$ cat src/rtl/core/assert_macros.svh
// assertion macros for the rtl modules; only ble_dpath includes them
// every macro samples on clk and is disabled while rst_n is low
`ifndef ASSERT_MACROS_SVH
`define ASSERT_MACROS_SVH

// same-cycle implication
`define ASSERT_IMPL(label, ante, cons, msg) \
    label: assert property (@(posedge clk) disable iff (!rst_n) (ante) |-> (cons)) \
        else $error(msg);

// next-cycle implication
`define ASSERT_NEXT(label, ante, cons, msg) \
    label: assert property (@(posedge clk) disable iff (!rst_n) (ante) |=> (cons)) \
        else $error(msg);

`endif

$ cat src/rtl/core/ble_pkg.sv
// shared constants, types and index helpers for the bounded list engine
// no dependencies; ble_ctrl, ble_dpath and the top level refer to it by scoped names
package ble_pkg;

    // list sizing
    localparam int CAPACITY = 16;
    localparam int IDX_W    = $clog2(CAPACITY);
    localparam int CNT_W    = $clog2(CAPACITY + 1);

    // field widths
    localparam int DATA_W = 32;
    localparam int OP_W   = 3;
    localparam int POS_W  = 8;
    localparam int STAT_W = 2;
    localparam int LEN_W  = 5;
    localparam int CMP_W  = (CNT_W > POS_W) ? CNT_W : POS_W;

    // opcodes
    localparam logic [OP_W-1:0] OP_PUSH_BACK  = 3'd0;
    localparam logic [OP_W-1:0] OP_PUSH_FRONT = 3'd1;
    localparam logic [OP_W-1:0] OP_POP_FRONT  = 3'd2;
    localparam logic [OP_W-1:0] OP_POP_BACK   = 3'd3;
    localparam logic [OP_W-1:0] OP_DEL_KEY    = 3'd4;
    localparam logic [OP_W-1:0] OP_DEL_POS    = 3'd5;
    localparam logic [OP_W-1:0] OP_READ_POS   = 3'd6;

    // result status codes
    localparam logic [STAT_W-1:0] ST_OK       = 2'd0;
    localparam logic [STAT_W-1:0] ST_EMPTY    = 2'd1;
    localparam logic [STAT_W-1:0] ST_FULL     = 2'd2;
    localparam logic [STAT_W-1:0] ST_NOTFOUND = 2'd3;

    // commands from controller to datapath
    typedef struct packed {
        logic              capture;
        logic              push_back;
        logic              push_front;
        logic              pop_front;
        logic              shrink;
        logic              walk_key;
        logic              walk_pos;
        logic              walk_run;
        logic              rd_issue;
        logic              rd_capture;
        logic              set_status;
        logic [STAT_W-1:0] status_code;
        logic              out_load;
    } dp_cmd_t;

    // status from datapath to controller
    typedef struct packed {
        logic [OP_W-1:0] op;
        logic            full;
        logic            empty;
        logic            pos_ok;
        logic            walk_done;
        logic            hit;
        logic            out_free;
    } dp_stat_t;

    // circular index add, both operands below CAPACITY
    function automatic logic [IDX_W-1:0] wrap_add(input logic [IDX_W-1:0] a,
                                                  input logic [IDX_W-1:0] b);
        logic [IDX_W:0] s;
        s = {1'b0, a} + {1'b0, b};
        if (s >= (IDX_W+1)'(CAPACITY))
        begin
            s = s - (IDX_W+1)'(CAPACITY);
        end
        return s[IDX_W-1:0];
    endfunction

    // circular index decrement
    function automatic logic [IDX_W-1:0] wrap_dec(input logic [IDX_W-1:0] a);
        logic [IDX_W-1:0] r;
        if (a == '0)
        begin
            r = IDX_W'(CAPACITY - 1);
        end
        else
        begin
            r = a - 1'b1;
        end
        return r;
    endfunction

    // circular index increment
    function automatic logic [IDX_W-1:0] wrap_inc(input logic [IDX_W-1:0] a);
        logic [IDX_W-1:0] r;
        if (a == IDX_W'(CAPACITY - 1))
        begin
            r = '0;
        end
        else
        begin
            r = a + 1'b1;
        end
        return r;
    endfunction

endpackage

$ cat src/rtl/core/ble_ram.sv
// generic simple dual-port ram: one write port, one registered read port
// no dependencies
module ble_ram #(
    parameter int WIDTH = 32,
    parameter int DEPTH = 16
) (
    input  logic                     clk,
    input  logic                     we,
    input  logic [$clog2(DEPTH)-1:0] waddr,
    input  logic [WIDTH-1:0]         wdata,
    input  logic [$clog2(DEPTH)-1:0] raddr,
    output logic [WIDTH-1:0]         rdata
);

    logic [WIDTH-1:0] mem [DEPTH];
    logic [WIDTH-1:0] rdata_reg;

    // write port and registered read
    always_ff @(posedge clk)
    begin
        if (we)
        begin
            mem[waddr] <= wdata;
        end
        rdata_reg <= mem[raddr];
    end

    assign rdata = rdata_reg;

endmodule

$ cat src/rtl/core/ble_ctrl.sv
// controller state machine for the bounded list engine
// depends on ble_pkg for opcodes, status codes and command/status structs
module ble_ctrl (
    input  logic              clk,
    input  logic              rst_n,
    input  logic              in_valid,
    output logic              in_stall,
    input  ble_pkg::dp_stat_t stat,
    output ble_pkg::dp_cmd_t  cmd
);

    localparam logic [2:0] S_IDLE   = 3'd0;
    localparam logic [2:0] S_EXEC   = 3'd1;
    localparam logic [2:0] S_RDWAIT = 3'd2;
    localparam logic [2:0] S_WALK   = 3'd3;
    localparam logic [2:0] S_FINISH = 3'd4;

    logic [2:0] state_reg;
    logic [2:0] state_next;

    // state register
    always_ff @(posedge clk or negedge rst_n)
    begin
        if (!rst_n)
        begin
            state_reg <= S_IDLE;
        end
        else
        begin
            state_reg <= state_next;
        end
    end

    // next state and datapath commands
    always_comb
    begin
        cmd        = '0;
        state_next = state_reg;
        in_stall   = 1'b1;
        unique case (state_reg)
            S_IDLE:
            begin
                in_stall = 1'b0;
                if (in_valid)
                begin
                    cmd.capture = 1'b1;
                    state_next  = S_EXEC;
                end
            end
            S_EXEC:
            begin
                state_next = S_FINISH;
                unique case (stat.op)
                    ble_pkg::OP_PUSH_BACK:
                    begin
                        if (stat.full)
                        begin
                            cmd.set_status  = 1'b1;
                            cmd.status_code = ble_pkg::ST_FULL;
                        end
                        else
                        begin
                            cmd.push_back = 1'b1;
                        end
                    end
                    ble_pkg::OP_PUSH_FRONT:
                    begin
                        if (stat.full)
                        begin
                            cmd.set_status  = 1'b1;
                            cmd.status_code = ble_pkg::ST_FULL;
                        end
                        else
                        begin
                            cmd.push_front = 1'b1;
                        end
                    end
                    ble_pkg::OP_POP_FRONT:
                    begin
                        if (stat.empty)
                        begin
                            cmd.set_status  = 1'b1;
                            cmd.status_code = ble_pkg::ST_EMPTY;
                        end
                        else
                        begin
                            cmd.pop_front = 1'b1;
                        end
                    end
                    ble_pkg::OP_POP_BACK:
                    begin
                        if (stat.empty)
                        begin
                            cmd.set_status  = 1'b1;
                            cmd.status_code = ble_pkg::ST_EMPTY;
                        end
                        else
                        begin
                            cmd.shrink = 1'b1;
                        end
                    end
                    ble_pkg::OP_DEL_KEY:
                    begin
                        if (stat.empty)
                        begin
                            cmd.set_status  = 1'b1;
                            cmd.status_code = ble_pkg::ST_EMPTY;
                        end
                        else
                        begin
                            cmd.walk_key = 1'b1;
                            state_next   = S_WALK;
                        end
                    end
                    ble_pkg::OP_DEL_POS:
                    begin
                        if (stat.empty)
                        begin
                            cmd.set_status  = 1'b1;
                            cmd.status_code = ble_pkg::ST_EMPTY;
                        end
                        else if (!stat.pos_ok)
                        begin
                            cmd.set_status  = 1'b1;
                            cmd.status_code = ble_pkg::ST_NOTFOUND;
                        end
                        else
                        begin
                            cmd.walk_pos = 1'b1;
                            state_next   = S_WALK;
                        end
                    end
                    ble_pkg::OP_READ_POS:
                    begin
                        if (!stat.pos_ok)
                        begin
                            cmd.set_status  = 1'b1;
                            cmd.status_code = ble_pkg::ST_NOTFOUND;
                        end
                        else
                        begin
                            cmd.rd_issue = 1'b1;
                            state_next   = S_RDWAIT;
                        end
                    end
                    default:
                    begin
                        // undefined opcode: no change, ok status
                        state_next = S_FINISH;
                    end
                endcase
            end
            S_RDWAIT:
            begin
                cmd.rd_capture = 1'b1;
                state_next     = S_FINISH;
            end
            S_WALK:
            begin
                cmd.walk_run = 1'b1;
                if (stat.walk_done)
                begin
                    state_next = S_FINISH;
                    if (stat.hit)
                    begin
                        cmd.shrink = 1'b1;
                    end
                    else
                    begin
                        cmd.set_status  = 1'b1;
                        cmd.status_code = ble_pkg::ST_NOTFOUND;
                    end
                end
            end
            S_FINISH:
            begin
                if (stat.out_free)
                begin
                    cmd.out_load = 1'b1;
                    state_next   = S_IDLE;
                end
            end
            default:
            begin
                state_next = S_IDLE;
            end
        endcase
    end

endmodule

$ cat src/rtl/core/ble_dpath.sv
// datapath: circular entry store, compaction walk, result and output registers
// depends on ble_pkg, ble_ram and assert_macros.svh
`include "assert_macros.svh"

module ble_dpath (
    input  logic                                clk,
    input  logic                                rst_n,
    input  ble_pkg::dp_cmd_t                    cmd,
    output ble_pkg::dp_stat_t                   stat,
    input  logic [ble_pkg::OP_W-1:0]            opcode,
    input  logic signed [ble_pkg::DATA_W-1:0]   item_value,
    input  logic [ble_pkg::POS_W-1:0]           position,
    output logic                                out_valid,
    input  logic                                out_stall,
    output logic [ble_pkg::STAT_W-1:0]          status,
    output logic signed [ble_pkg::DATA_W-1:0]   read_value,
    output logic [ble_pkg::LEN_W-1:0]           list_length
);

    // capacity as a count value
    localparam logic [ble_pkg::CNT_W-1:0] CAP_CNT = ble_pkg::CNT_W'(ble_pkg::CAPACITY);

    // control state
    logic [ble_pkg::IDX_W-1:0] head_reg,   head_next;
    logic [ble_pkg::CNT_W-1:0] count_reg,  count_next;
    logic [ble_pkg::CNT_W-1:0] ridx_reg,   ridx_next;
    logic [ble_pkg::CNT_W-1:0] didx_reg,   didx_next;
    logic                      dvalid_reg, dvalid_next;
    logic                      hit_reg,    hit_next;
    logic                      out_valid_reg, out_valid_next;

    // payload registers
    logic [ble_pkg::OP_W-1:0]   op_reg;
    logic [ble_pkg::DATA_W-1:0] val_reg;
    logic [ble_pkg::POS_W-1:0]  pos_reg;
    logic [ble_pkg::STAT_W-1:0] res_status_reg;
    logic [ble_pkg::DATA_W-1:0] res_data_reg;
    logic [ble_pkg::STAT_W-1:0] out_status_reg;
    logic [ble_pkg::DATA_W-1:0] out_data_reg;
    logic [ble_pkg::LEN_W-1:0]  out_len_reg;

    // ram port signals
    logic                       ram_we;
    logic [ble_pkg::IDX_W-1:0]  ram_waddr;
    logic [ble_pkg::DATA_W-1:0] ram_wdata;
    logic [ble_pkg::IDX_W-1:0]  ram_raddr;
    logic [ble_pkg::DATA_W-1:0] ram_rdata;

    logic                       issue;
    logic                       is_full;
    logic                       is_empty;
    logic [ble_pkg::POS_W-1:0]  pos_m1;
    logic [ble_pkg::CNT_W-1:0]  didx_m1;

    ble_ram #(
        .WIDTH (ble_pkg::DATA_W),
        .DEPTH (ble_pkg::CAPACITY)
    ) u_store (
        .clk   (clk),
        .we    (ram_we),
        .waddr (ram_waddr),
        .wdata (ram_wdata),
        .raddr (ram_raddr),
        .rdata (ram_rdata)
    );

    // list status
    assign is_full  = (count_reg == ble_pkg::CNT_W'(ble_pkg::CAPACITY));
    assign is_empty = (count_reg == '0);
    assign pos_m1   = pos_reg - 1'b1;
    assign didx_m1  = didx_reg - 1'b1;
    assign issue    = cmd.walk_run && (ridx_reg < count_reg);

    assign stat.op        = op_reg;
    assign stat.full      = is_full;
    assign stat.empty     = is_empty;
    assign stat.pos_ok    = (pos_reg != '0) &&
                            (ble_pkg::CMP_W'(pos_reg) <= ble_pkg::CMP_W'(count_reg));
    assign stat.walk_done = (ridx_reg == count_reg) && !dvalid_reg;
    assign stat.hit       = hit_reg;
    assign stat.out_free  = !out_valid_reg || !out_stall;

    // read address: walk cursor or requested position
    always_comb
    begin
        if (cmd.walk_run)
        begin
            ram_raddr = ble_pkg::wrap_add(head_reg, ridx_reg[ble_pkg::IDX_W-1:0]);
        end
        else
        begin
            ram_raddr = ble_pkg::wrap_add(head_reg, pos_m1[ble_pkg::IDX_W-1:0]);
        end
    end

    // write port: pushes and compaction moves
    always_comb
    begin
        ram_we    = 1'b0;
        ram_waddr = ble_pkg::wrap_add(head_reg, count_reg[ble_pkg::IDX_W-1:0]);
        ram_wdata = val_reg;
        priority if (cmd.push_back)
        begin
            ram_we = 1'b1;
        end
        else if (cmd.push_front)
        begin
            ram_we    = 1'b1;
            ram_waddr = ble_pkg::wrap_dec(head_reg);
        end
        else if (cmd.walk_run && dvalid_reg && hit_reg)
        begin
            ram_we    = 1'b1;
            ram_waddr = ble_pkg::wrap_add(head_reg, didx_m1[ble_pkg::IDX_W-1:0]);
            ram_wdata = ram_rdata;
        end
    end

    // head, count and walk next state
    always_comb
    begin
        head_next   = head_reg;
        count_next  = count_reg;
        ridx_next   = ridx_reg;
        didx_next   = didx_reg;
        dvalid_next = 1'b0;
        hit_next    = hit_reg;
        if (cmd.push_back)
        begin
            count_next = count_reg + 1'b1;
        end
        if (cmd.push_front)
        begin
            head_next  = ble_pkg::wrap_dec(head_reg);
            count_next = count_reg + 1'b1;
        end
        if (cmd.pop_front)
        begin
            head_next  = ble_pkg::wrap_inc(head_reg);
            count_next = count_reg - 1'b1;
        end
        if (cmd.shrink)
        begin
            count_next = count_reg - 1'b1;
        end
        if (cmd.walk_key)
        begin
            ridx_next = '0;
            hit_next  = 1'b0;
        end
        if (cmd.walk_pos)
        begin
            ridx_next = ble_pkg::CNT_W'(pos_reg);
            hit_next  = 1'b1;
        end
        if (cmd.walk_run)
        begin
            dvalid_next = issue;
            didx_next   = ridx_reg;
            if (issue)
            begin
                ridx_next = ridx_reg + 1'b1;
            end
            if (dvalid_reg && !hit_reg && (ram_rdata == val_reg))
            begin
                hit_next = 1'b1;
            end
        end
    end

    // output valid
    always_comb
    begin
        out_valid_next = out_valid_reg;
        if (cmd.out_load)
        begin
            out_valid_next = 1'b1;
        end
        else if (!out_stall)
        begin
            out_valid_next = 1'b0;
        end
    end

    // control registers
    always_ff @(posedge clk or negedge rst_n)
    begin
        if (!rst_n)
        begin
            head_reg      <= '0;
            count_reg     <= '0;
            ridx_reg      <= '0;
            didx_reg      <= '0;
            dvalid_reg    <= 1'b0;
            hit_reg       <= 1'b0;
            out_valid_reg <= 1'b0;
        end
        else
        begin
            head_reg      <= head_next;
            count_reg     <= count_next;
            ridx_reg      <= ridx_next;
            didx_reg      <= didx_next;
            dvalid_reg    <= dvalid_next;
            hit_reg       <= hit_next;
            out_valid_reg <= out_valid_next;
        end
    end

    // request, result and output payload
    always_ff @(posedge clk)
    begin
        if (cmd.capture)
        begin
            op_reg         <= opcode;
            val_reg        <= item_value;
            pos_reg        <= position;
            res_status_reg <= ble_pkg::ST_OK;
            res_data_reg   <= '0;
        end
        if (cmd.set_status)
        begin
            res_status_reg <= cmd.status_code;
        end
        if (cmd.rd_capture)
        begin
            res_data_reg <= ram_rdata;
        end
        if (cmd.out_load)
        begin
            out_status_reg <= res_status_reg;
            out_data_reg   <= res_data_reg;
            out_len_reg    <= ble_pkg::LEN_W'(count_reg);
        end
    end

    assign out_valid   = out_valid_reg;
    assign status      = out_status_reg;
    assign read_value  = out_data_reg;
    assign list_length = out_len_reg;

    // checks
    `ASSERT_IMPL(a_count_bound, 1'b1, count_reg <= CAP_CNT, "count over capacity")
    `ASSERT_IMPL(a_push_room, cmd.push_back || cmd.push_front, !is_full, "push into full list")
    `ASSERT_IMPL(a_pop_nonempty, cmd.pop_front || cmd.shrink, !is_empty, "remove from empty list")
    `ASSERT_NEXT(a_read_capture, cmd.rd_issue, cmd.rd_capture, "read issued but not captured")

endmodule

$ cat src/rtl/core/bounded_list_engine.sv
// top level of the bounded list engine: controller plus datapath
// depends on ble_pkg, ble_ctrl and ble_dpath
//
// usage
//   request channel: opcode, item_value, position with in_valid / in_stall.
//   a request is taken when in_valid is high and in_stall is low.
//   result channel: status, read_value, list_length with out_valid / out_stall.
//   every request gives exactly one result, in request order.
// processing
//   push, pop, undefined opcode: EXEC works it, FINISH loads the result when
//   the output is free; read position: EXEC issues the read, RDWAIT captures
//   it, then FINISH; delete key or position: EXEC, the one-entry-per-cycle
//   compaction walk in WALK via the store's single read port, then FINISH.
//   the next request is taken the cycle after the result is registered.
// reset
//   rst_n clears the list to empty; store contents stay undefined.
// back-pressure
//   a held result stays stable under out_stall; the block may take and
//   work one more request meanwhile and then holds it until the output frees.
module bounded_list_engine (
    input  logic                                clk,
    input  logic                                rst_n,
    input  logic                                in_valid,
    output logic                                in_stall,
    input  logic [ble_pkg::OP_W-1:0]            opcode,
    input  logic signed [ble_pkg::DATA_W-1:0]   item_value,
    input  logic [ble_pkg::POS_W-1:0]           position,
    output logic                                out_valid,
    input  logic                                out_stall,
    output logic [ble_pkg::STAT_W-1:0]          status,
    output logic signed [ble_pkg::DATA_W-1:0]   read_value,
    output logic [ble_pkg::LEN_W-1:0]           list_length
);

    ble_pkg::dp_cmd_t  cmd;
    ble_pkg::dp_stat_t stat;

    ble_ctrl u_ctrl (
        .clk      (clk),
        .rst_n    (rst_n),
        .in_valid (in_valid),
        .in_stall (in_stall),
        .stat     (stat),
        .cmd      (cmd)
    );

    ble_dpath u_dpath (
        .clk         (clk),
        .rst_n       (rst_n),
        .cmd         (cmd),
        .stat        (stat),
        .opcode      (opcode),
        .item_value  (item_value),
        .position    (position),
        .out_valid   (out_valid),
        .out_stall   (out_stall),
        .status      (status),
        .read_value  (read_value),
        .list_length (list_length)
    );

endmodule
$ cat config.mk
export PLATFORM = sky130hd
export DESIGN_NAME = bounded_list_engine
export DESIGN_NICKNAME = d
export VERILOG_FILES = /design/src/rtl/core/ble_pkg.sv /design/src/rtl/core/ble_ram.sv /design/src/rtl/core/ble_ctrl.sv /design/src/rtl/core/ble_dpath.sv /design/src/rtl/core/bounded_list_engine.sv
export VERILOG_INCLUDE_DIRS = /design/src /design/src/rtl/core
export SDC_FILE = /design/constraint.sdc
export NUM_CORES = 1
export LEC_CHECK = 0
export ABC_AREA = 1
export BUFFER_PORTS_ARGS = -buffer_cell sky130_fd_sc_hd__clkbuf_2
export CAP_MARGIN = 20
export CORE_AREA = 5 5 272 274
export DETAILED_ROUTE_END_ITERATION = 8
export DIE_AREA = 0 0 277 279
export GPL_TIMING_DRIVEN = 0
export PLACE_DENSITY_LB_ADDON = 0.25
export SKIP_CTS_REPAIR_TIMING = 1
export SYNTH_ARGS = -nofsm -noshare
export SYNTH_HDL_FRONTEND = slang
export SYNTH_SLANG_ARGS = --single-unit
export TNS_END_PERCENT = 20
$ cat constraint.sdc
create_clock -name clk -period 4.9 [get_ports clk]
set_input_delay 0.245 -clock clk [delete_from_list [all_inputs] [get_ports clk]]
set_output_delay 0.245 -clock clk [all_outputs]
set_load 0.1 [all_outputs]
==> impl_metrics.toml, run 1 <==
[critical_path]
start_kind = "flip-flop"
r2r_slack_ns = 0.77
critical_path_class = "flip-flop to flip-flop"
setup.worst_path.start = "u_ctrl.state_reg[2]"
worstPathArrival_ns = 4.61
worst_ep_required_time_ns = 5.37
cp-end-kind = "flip-flop"
cp-endpoint = "u_dpath.u_store.rdata[27]"
worstRegToRegCells = 13
regToRegStartpoint = "u_ctrl.state_reg[2]"
path_max_fanout = 10
rr_endpoint = "u_dpath.u_store.rdata[27]"

[clock_tree]
htree_levels = 3
cts_tree = "built"
clk_latency_ns = 0.61
numCtsBuffers = 73
clkTransAtPathRegs_ns = 0.06
clock-sinks = 684
cts_buffer_depth = 3
clock-root-buffer = "clkbuf_16"

[die]
ios = 88
die-width_um = 277
die_height_um = 279
num_rows = 98
initial_core_util_pct = 39.5
core_area_sq_um = 71100
dieArea_sq_um = 77300

[job]
maxCapViolCount = 0

[min_path]
min_path_type = "input pin to flip-flop"

[layout]
final_nets = 2421
areaGrowthSynthToFinish_pct = 19.1
top_register = "u_dpath.u_store.mem"
diodes = 0
largest_reg_flops = 512
drive_above_1_share_pct = 15.1

[power_and_ir_drop]
ir_drop_mv = 0.396
power_density_nw_per_um2 = 727
p_leak_nw = 12.4
p_total_w = 0.0243

[synth]
synth_top_area_cell = "edfxtp_1"
synth_area_sq_um = 28100
avgSynthCellArea_sq_um = 13.5
synth_fp_nets = 2163
synth_top_area_share_pct = 67.1
synthesis.instances = 2086
synth_mux_area_share_pct = 4.60
synth-adder-area-share_pct = 1.42
synth-main-ff-cell = "edfxtp_1"
synth_cell_types = 51
synth_area_leaders = "edfxtp_1 67%, mux2i_1 4.6%, o21ai_0 3.7%, o211ai_1 3.5%, inv_1 2.8%"
yosysSeqAreaShare_pct = 71.5
synth_top_family_by_area = "compound AO/OA/AOI/OAI gates"
synth_seq_cells = 684
synth_xor_area_share_pct = 1.31
synth_compound_area_share_pct = 10.0
ys_warn_count = 0
synthArstFlopShare_pct = 3.51
synth-simple-area-share_pct = 6.49
synth_edf_count = 628

[timing]
finalHoldViolCount = 0
finalCritPeriodShare_pct = 84.3
drv_slew = 0
fmax_mhz = 242
tightest_slew_ns = 1.07
layout_min_cycle_time_ns = 4.13
relSlewSlack_pct = 28.3
rsz0062_at_grt = "no"
clock_skew_ns = 0.0234
tns_ns = 0
finalSetupViolations = 0

[drt]
avgViaCountPerCell = 5.18
first_iter_violations = 1498
ant_nets = 0
routedWlPerCell_um = 22.4
drc = 0
firstDrtPassIters = 5
wl_um = 75200
dr_total_vias = 17400

[global_routing]
antenna_found_initial = 1
grt_usage_pct = 19.0
grt_overflow_total = 0
grt_pass1_wl_um = 111000
grt_max_degree = 26
grt_pass1_vias = 17500

[placed_design]
place_hpwl_um = 50900
io_buffers = 87
place.gp.congestion = 0.820

[run_status]
status = "complete, no violations"
==> report_power, final <==
part	internal [W]	switching [W]
combinational	0.00313	0.00796
clock	0.00334	0.00224
sequential	0.00734	0.000320
total	0.0138	0.0105
==> layout by cell type, fill, tap and decap left out, types with 30 or more instances in the layout <==
master | netlist | final
a21oi_1 | 138 | 137
dlygate4sd3_1 | 0 | 45
nor2_1 | 70 | 53
clkbuf_2 | 2 | 89
o21ai_0 | 207 | 189
inv_1 | 206 | 206
mux2i_1 | 129 | 129
clkbuf_16 | 0 | 78
edfxtp_1 | 628 | 628
dfxtp_1 | 32 | 32
nand3_1 | 71 | 71
nand2_1 | 179 | 178
clkbuf_1 | 55 | 74
o211ai_1 | 132 | 132
buf_4 | 12 | 30
buf_2 | 22 | 32
==> worst max-delay path: stages, from the launching register on <==
cell      delay, ns
dfrtp_1        0.46
nor2_4         0.18
nand2_4        0.10
inv_2          0.11
buf_2          0.22
o21ai_0        0.12
ha_1           0.24
fa_1           0.40
xnor2_1        0.28
clkbuf_1       0.60
buf_1          0.76
o211ai_1       0.23
nand2_1        0.18
o21ai_0        0.12
==> layer usage <==
layer  vias up  global-route usage (%)  wire (um)
met3       110                    2.80       4150
met2       517                    32.3      36800
met1      8646                    25.5      32300
met4         0                    6.26       1900
li1       8112                       -          -
met5         -                       0          0
==> how the worst min path moves through the flow <==
stage / from / end / slack [ns] / depth (start not counted)
2_1_floorplan: rst_n / u_ctrl.state_reg[0] / -0.05 / 0
3_3_place_gp: rst_n / u_dpath.count_reg[1] / 0.30 / 1
3_5_place_dp: rst_n / u_dpath.head_reg[3] / 0.29 / 1
4_1_cts: rst_n / u_dpath.count_reg[1] / -0.35 / 1
5_1_grt: in_valid / u_ctrl.state_reg[2] / 0.04 / 3
6_report: in_valid / u_ctrl.state_reg[2] / 0.005 / 3
==> Yosys cell counts, drive strengths merged, types with 22 or more instances <==
library cell / count
dfrtp: 24
nand3: 77
inv: 218
dfxtp: 32
buf: 45
o21ai: 215
edfxtp: 628
mux2i: 129
a21oi: 138
clkbuf: 57
nand2: 192
xnor2: 22
ha: 27
nor2: 77
o211ai: 132
==> cell families (layout without fill, tap and decap cells) <==
group / Yosys count / in the layout
simple gates: 391 / 391
fa+ha+maj: 30 / 30
compound gates: 492 / 492
buf+inv: 321 / 639
mux: 129 / 129
xor+xnor: 39 / 39
flops: 684 / 684
==> stage by stage <==
| stage | cell area (sq um) | instances | util, % | setup slack (ns) | hold slack, ns |
|---|---|---|---|---|---|
| 6_report | 33500 | 3354 | 47.0 | 0.767 | 0.00520 |
| 5_1_grt | 33500 | 3354 | 47.0 | 0.577 | 0.0437 |
| 4_1_cts | 33000 | 3306 | 46.4 | 0.750 | -0.351 |
| 3_5_place_dp | 30600 | 3171 | 43.0 | 0.774 | 0.295 |
| 3_3_place_gp | 29700 | 3123 | 41.8 | -2.08 | 0.300 |
| 2_1_floorplan | 28100 | 2086 | - | 0.478 | -0.0506 |
==> layout make-up <==
class	instances	area, sq um
Fill cell	6243	37700
Sequential cell	684	20100
Multi-Input combinational cell	1081	6840
Clock buffer	101	2080
Timing Repair Buffer	183	1600
Tap cell	950	1190
Inverter	219	825
Buffer	102	473
Clock inverter	34	355
Power figures use the tool's default switching activity.
==> inputs of run 2 (changes only) <==
Settings changed: ABC_AREA 1 to 0, CORE_AREA 5 5 272 274 to 5 5 266 268, DIE_AREA 0 0 277 279 to 0 0 271 273.
Clock period 4.9 ns to 3.4 ns, I/O delays scaled along.
==> impl_metrics.toml, run 2 <==
[timing]
finalCritPeriodShare_pct = 98.6
tightest_slew_ns = 0.878
relSlewSlack_pct = 41.3
finalHoldViolCount = 0
finalSetupViolations = 0
rsz0062_at_grt = "yes"
fmax_mhz = 298
clock_skew_ns = 0.0280
drv_slew = 0
layout_min_cycle_time_ns = 3.35

[critical_path]
start_kind = "flip-flop"
cp-endpoint = "u_dpath.u_store.mem[15][3]"
worstRegToRegCells = 7
setup.worst_path.start = "u_dpath.op_reg[1]"
slowest_stage = "nor4_4"
worst_path_most_repeated_cell = "buf_6"
rr_endpoint = "u_dpath.u_store.mem[15][3]"
critical-path-max-stage-delay_ns = 0.74
cp-end-kind = "flip-flop"
path_max_fanout = 10
worst_ep_required_time_ns = 3.69
r2r_slack_ns = 0.05
regToRegStartpoint = "u_dpath.op_reg[1]"
critical_path_class = "flip-flop to flip-flop"
path_cells = "buf_6 > or4b_4 > or3_4 > buf_6 > a32o_4 > nor4_4 > buf_6"
worstPathArrival_ns = 3.65

[drt]
first_iter_violations = 1522
dr_total_vias = 14000
drc = 0
avgViaCountPerCell = 5.41
ant_nets = 0
wl_um = 66600
firstDrtPassIters = 5
routedWlPerCell_um = 25.8

[die]
initial_core_util_pct = 39.5
num_rows = 96
core_area_sq_um = 68100
die-width_um = 271
ios = 88
dieArea_sq_um = 74000
die_height_um = 273

[global_routing]
antenna_found_initial = 3
grt_pass1_vias = 14200
grt_pass1_wl_um = 96200
grt_usage_pct = 17.7
grt_overflow_total = 0
grt_max_degree = 33

[synth]
synth_fp_nets = 1437
avgSynthCellArea_sq_um = 19.8
ys_top_cells_by_count = "628 x edfxtp_1, 160 x mux4_2, 127 x nand2_1"
synth_seq_cells = 684
synth_cell_types = 69
synth_area_sq_um = 26900
synth_area_leaders = "edfxtp_1 70%, mux4_2 13%, dfxtp_1 2.4%, dfrtp_1 2.2%, nand2_1 1.8%"
synthArstFlopShare_pct = 3.51
synth_top_area_cell = "edfxtp_1"
synth.most_common_cell = "edfxtp_1"
synth_edf_count = 628
synth-main-ff-cell = "edfxtp_1"
synth_top_area_share_pct = 70.1
ys_warn_count = 0
yosysSeqAreaShare_pct = 74.8
synthesis.instances = 1360

[layout]
areaGrowthSynthToFinish_pct = 22.6
fillers = 5512
top_register = "u_dpath.u_store.mem"
regArea_sq_um = 20100
largest_reg_flops = 512
final_common_cell = "edfxtp_1"
most-common-layout-cells = "628 x edfxtp_1, 160 x mux4_2, 124 x nand2_1"
drive_above_1_share_pct = 31.0
final_core_utilization_pct = 48.4
diodes = 0
multi_input_area_sq_um = 6780
final_nets = 1719

[clock_tree]
clkTransAtPathRegs_ns = 0.06
htree_levels = 3
numCtsBuffers = 73
clk_latency_ns = 0.61
clock-sinks = 684
cts_buffer_depth = 3
cts_tree = "built"
clock-root-buffer = "clkbuf_16"

[power_and_ir_drop]
power_density_nw_per_um2 = 981
ir_drop_mv = 0.733
p_leak_nw = 11.1
p_total_w = 0.0323

[placed_design]
place.gp.congestion = 0.793
place_hpwl_um = 44100
io_buffers = 87

[min_path]
min_path_type = "input pin to flip-flop"

[job]
maxCapViolCount = 0

[run_status]
status = "complete, no violations"
-- run 2: changes by cell type after synthesis, moves of 13 or more --
cell      change
nor2_1       -49
xnor2_1      +13
o21ai_0     -196
buf_2        -19
or2_2        -15
nand2_1      -52
mux4_2      +160
nand3_1      -56
and2_1       +35
o211ai_1    -124
inv_1       -185
a21oi_1     -119
mux2i_1     -128
-- run 2: worst min path at each step --
stage                   from             endpoint  slack (ns)  depth (start not counted)
finish              in_valid  u_ctrl.state_reg[0]        0.01                          4
global route        in_valid   u_dpath.pos_reg[0]        0.01                          2
CTS                    rst_n  u_dpath.head_reg[3]       -0.40                          1
detailed placement     rst_n  u_dpath.head_reg[3]        0.25                          1
global placement       rst_n  u_dpath.head_reg[3]        0.24                          1
floorplan              rst_n  u_ctrl.state_reg[0]       -0.13                          0
-- run 2: stage by stage --
step / instances / hold WS [ns] / setup TNS, ns / instance area [sq um] / setup WS [ns]
4_1_cts: 2515 / -0.401 / -117.40 / 31900 / -1.29
5_1_grt: 2581 / 0.0123 / -2.13 / 33000 / -0.0577
3_3_place_gp: 2329 / 0.244 / -1612.46 / 28500 / -3.87
2_1_floorplan: 1360 / -0.126 / -189.50 / 27000 / -0.770
6_report: 2581 / 0.0120 / 0 / 33000 / 0.0462
3_5_place_dp: 2383 / 0.252 / -105.97 / 29600 / -1.26
-- run 2: cell families (layout without fill, tap and decap cells) --
kind of cell / count (synthesis) / count (layout) / share of synthesized area, %
AO/OA/AOI/OAI: 86 / 86 / 2.35
adder cells (fa/ha/maj): 30 / 30 / 1.48
multiplexers: 161 / 161 / 13.4
flip-flops: 684 / 684 / 74.8
buffers and inverters: 80 / 419 / 1.32
AND/OR/NAND/NOR: 269 / 269 / 5.02
XOR/XNOR: 50 / 50 / 1.63
-- run 2: critical path: cells and delay by family (launching register included) --
family | cells | cell delay, ns
buffers and inverters | 3 | 0.59
and+or+nand+nor | 3 | 1.66
DFF | 1 | 0.40
AOI/OAI and AO/OA | 1 | 0.40
-- run 2: area by class of cell --
class / count / area share, %
flip-flops and latches: 684 / 61.0
multi-input cells: 596 / 20.6
repair buffers: 207 / 6.35
clock buffers: 102 / 6.21
well taps: 882 / 3.35
plain buffers: 59 / 1.47
clock inverters: 30 / 0.824
inverters: 21 / 0.251
-- run 2: where the power goes --
group	internal [W]	switching, W
Sequential	0.0106	0.000611
Combinational	0.00606	0.00744
Clock	0.00445	0.00317
-- run 2: layer usage --
metal / GRT usage, % / routed length [um]
met2: 30.5 / 33800
met1: 23.6 / 27700
met4: 4.96 / 1450
met5: 0 / 0
met3: 2.88 / 3610
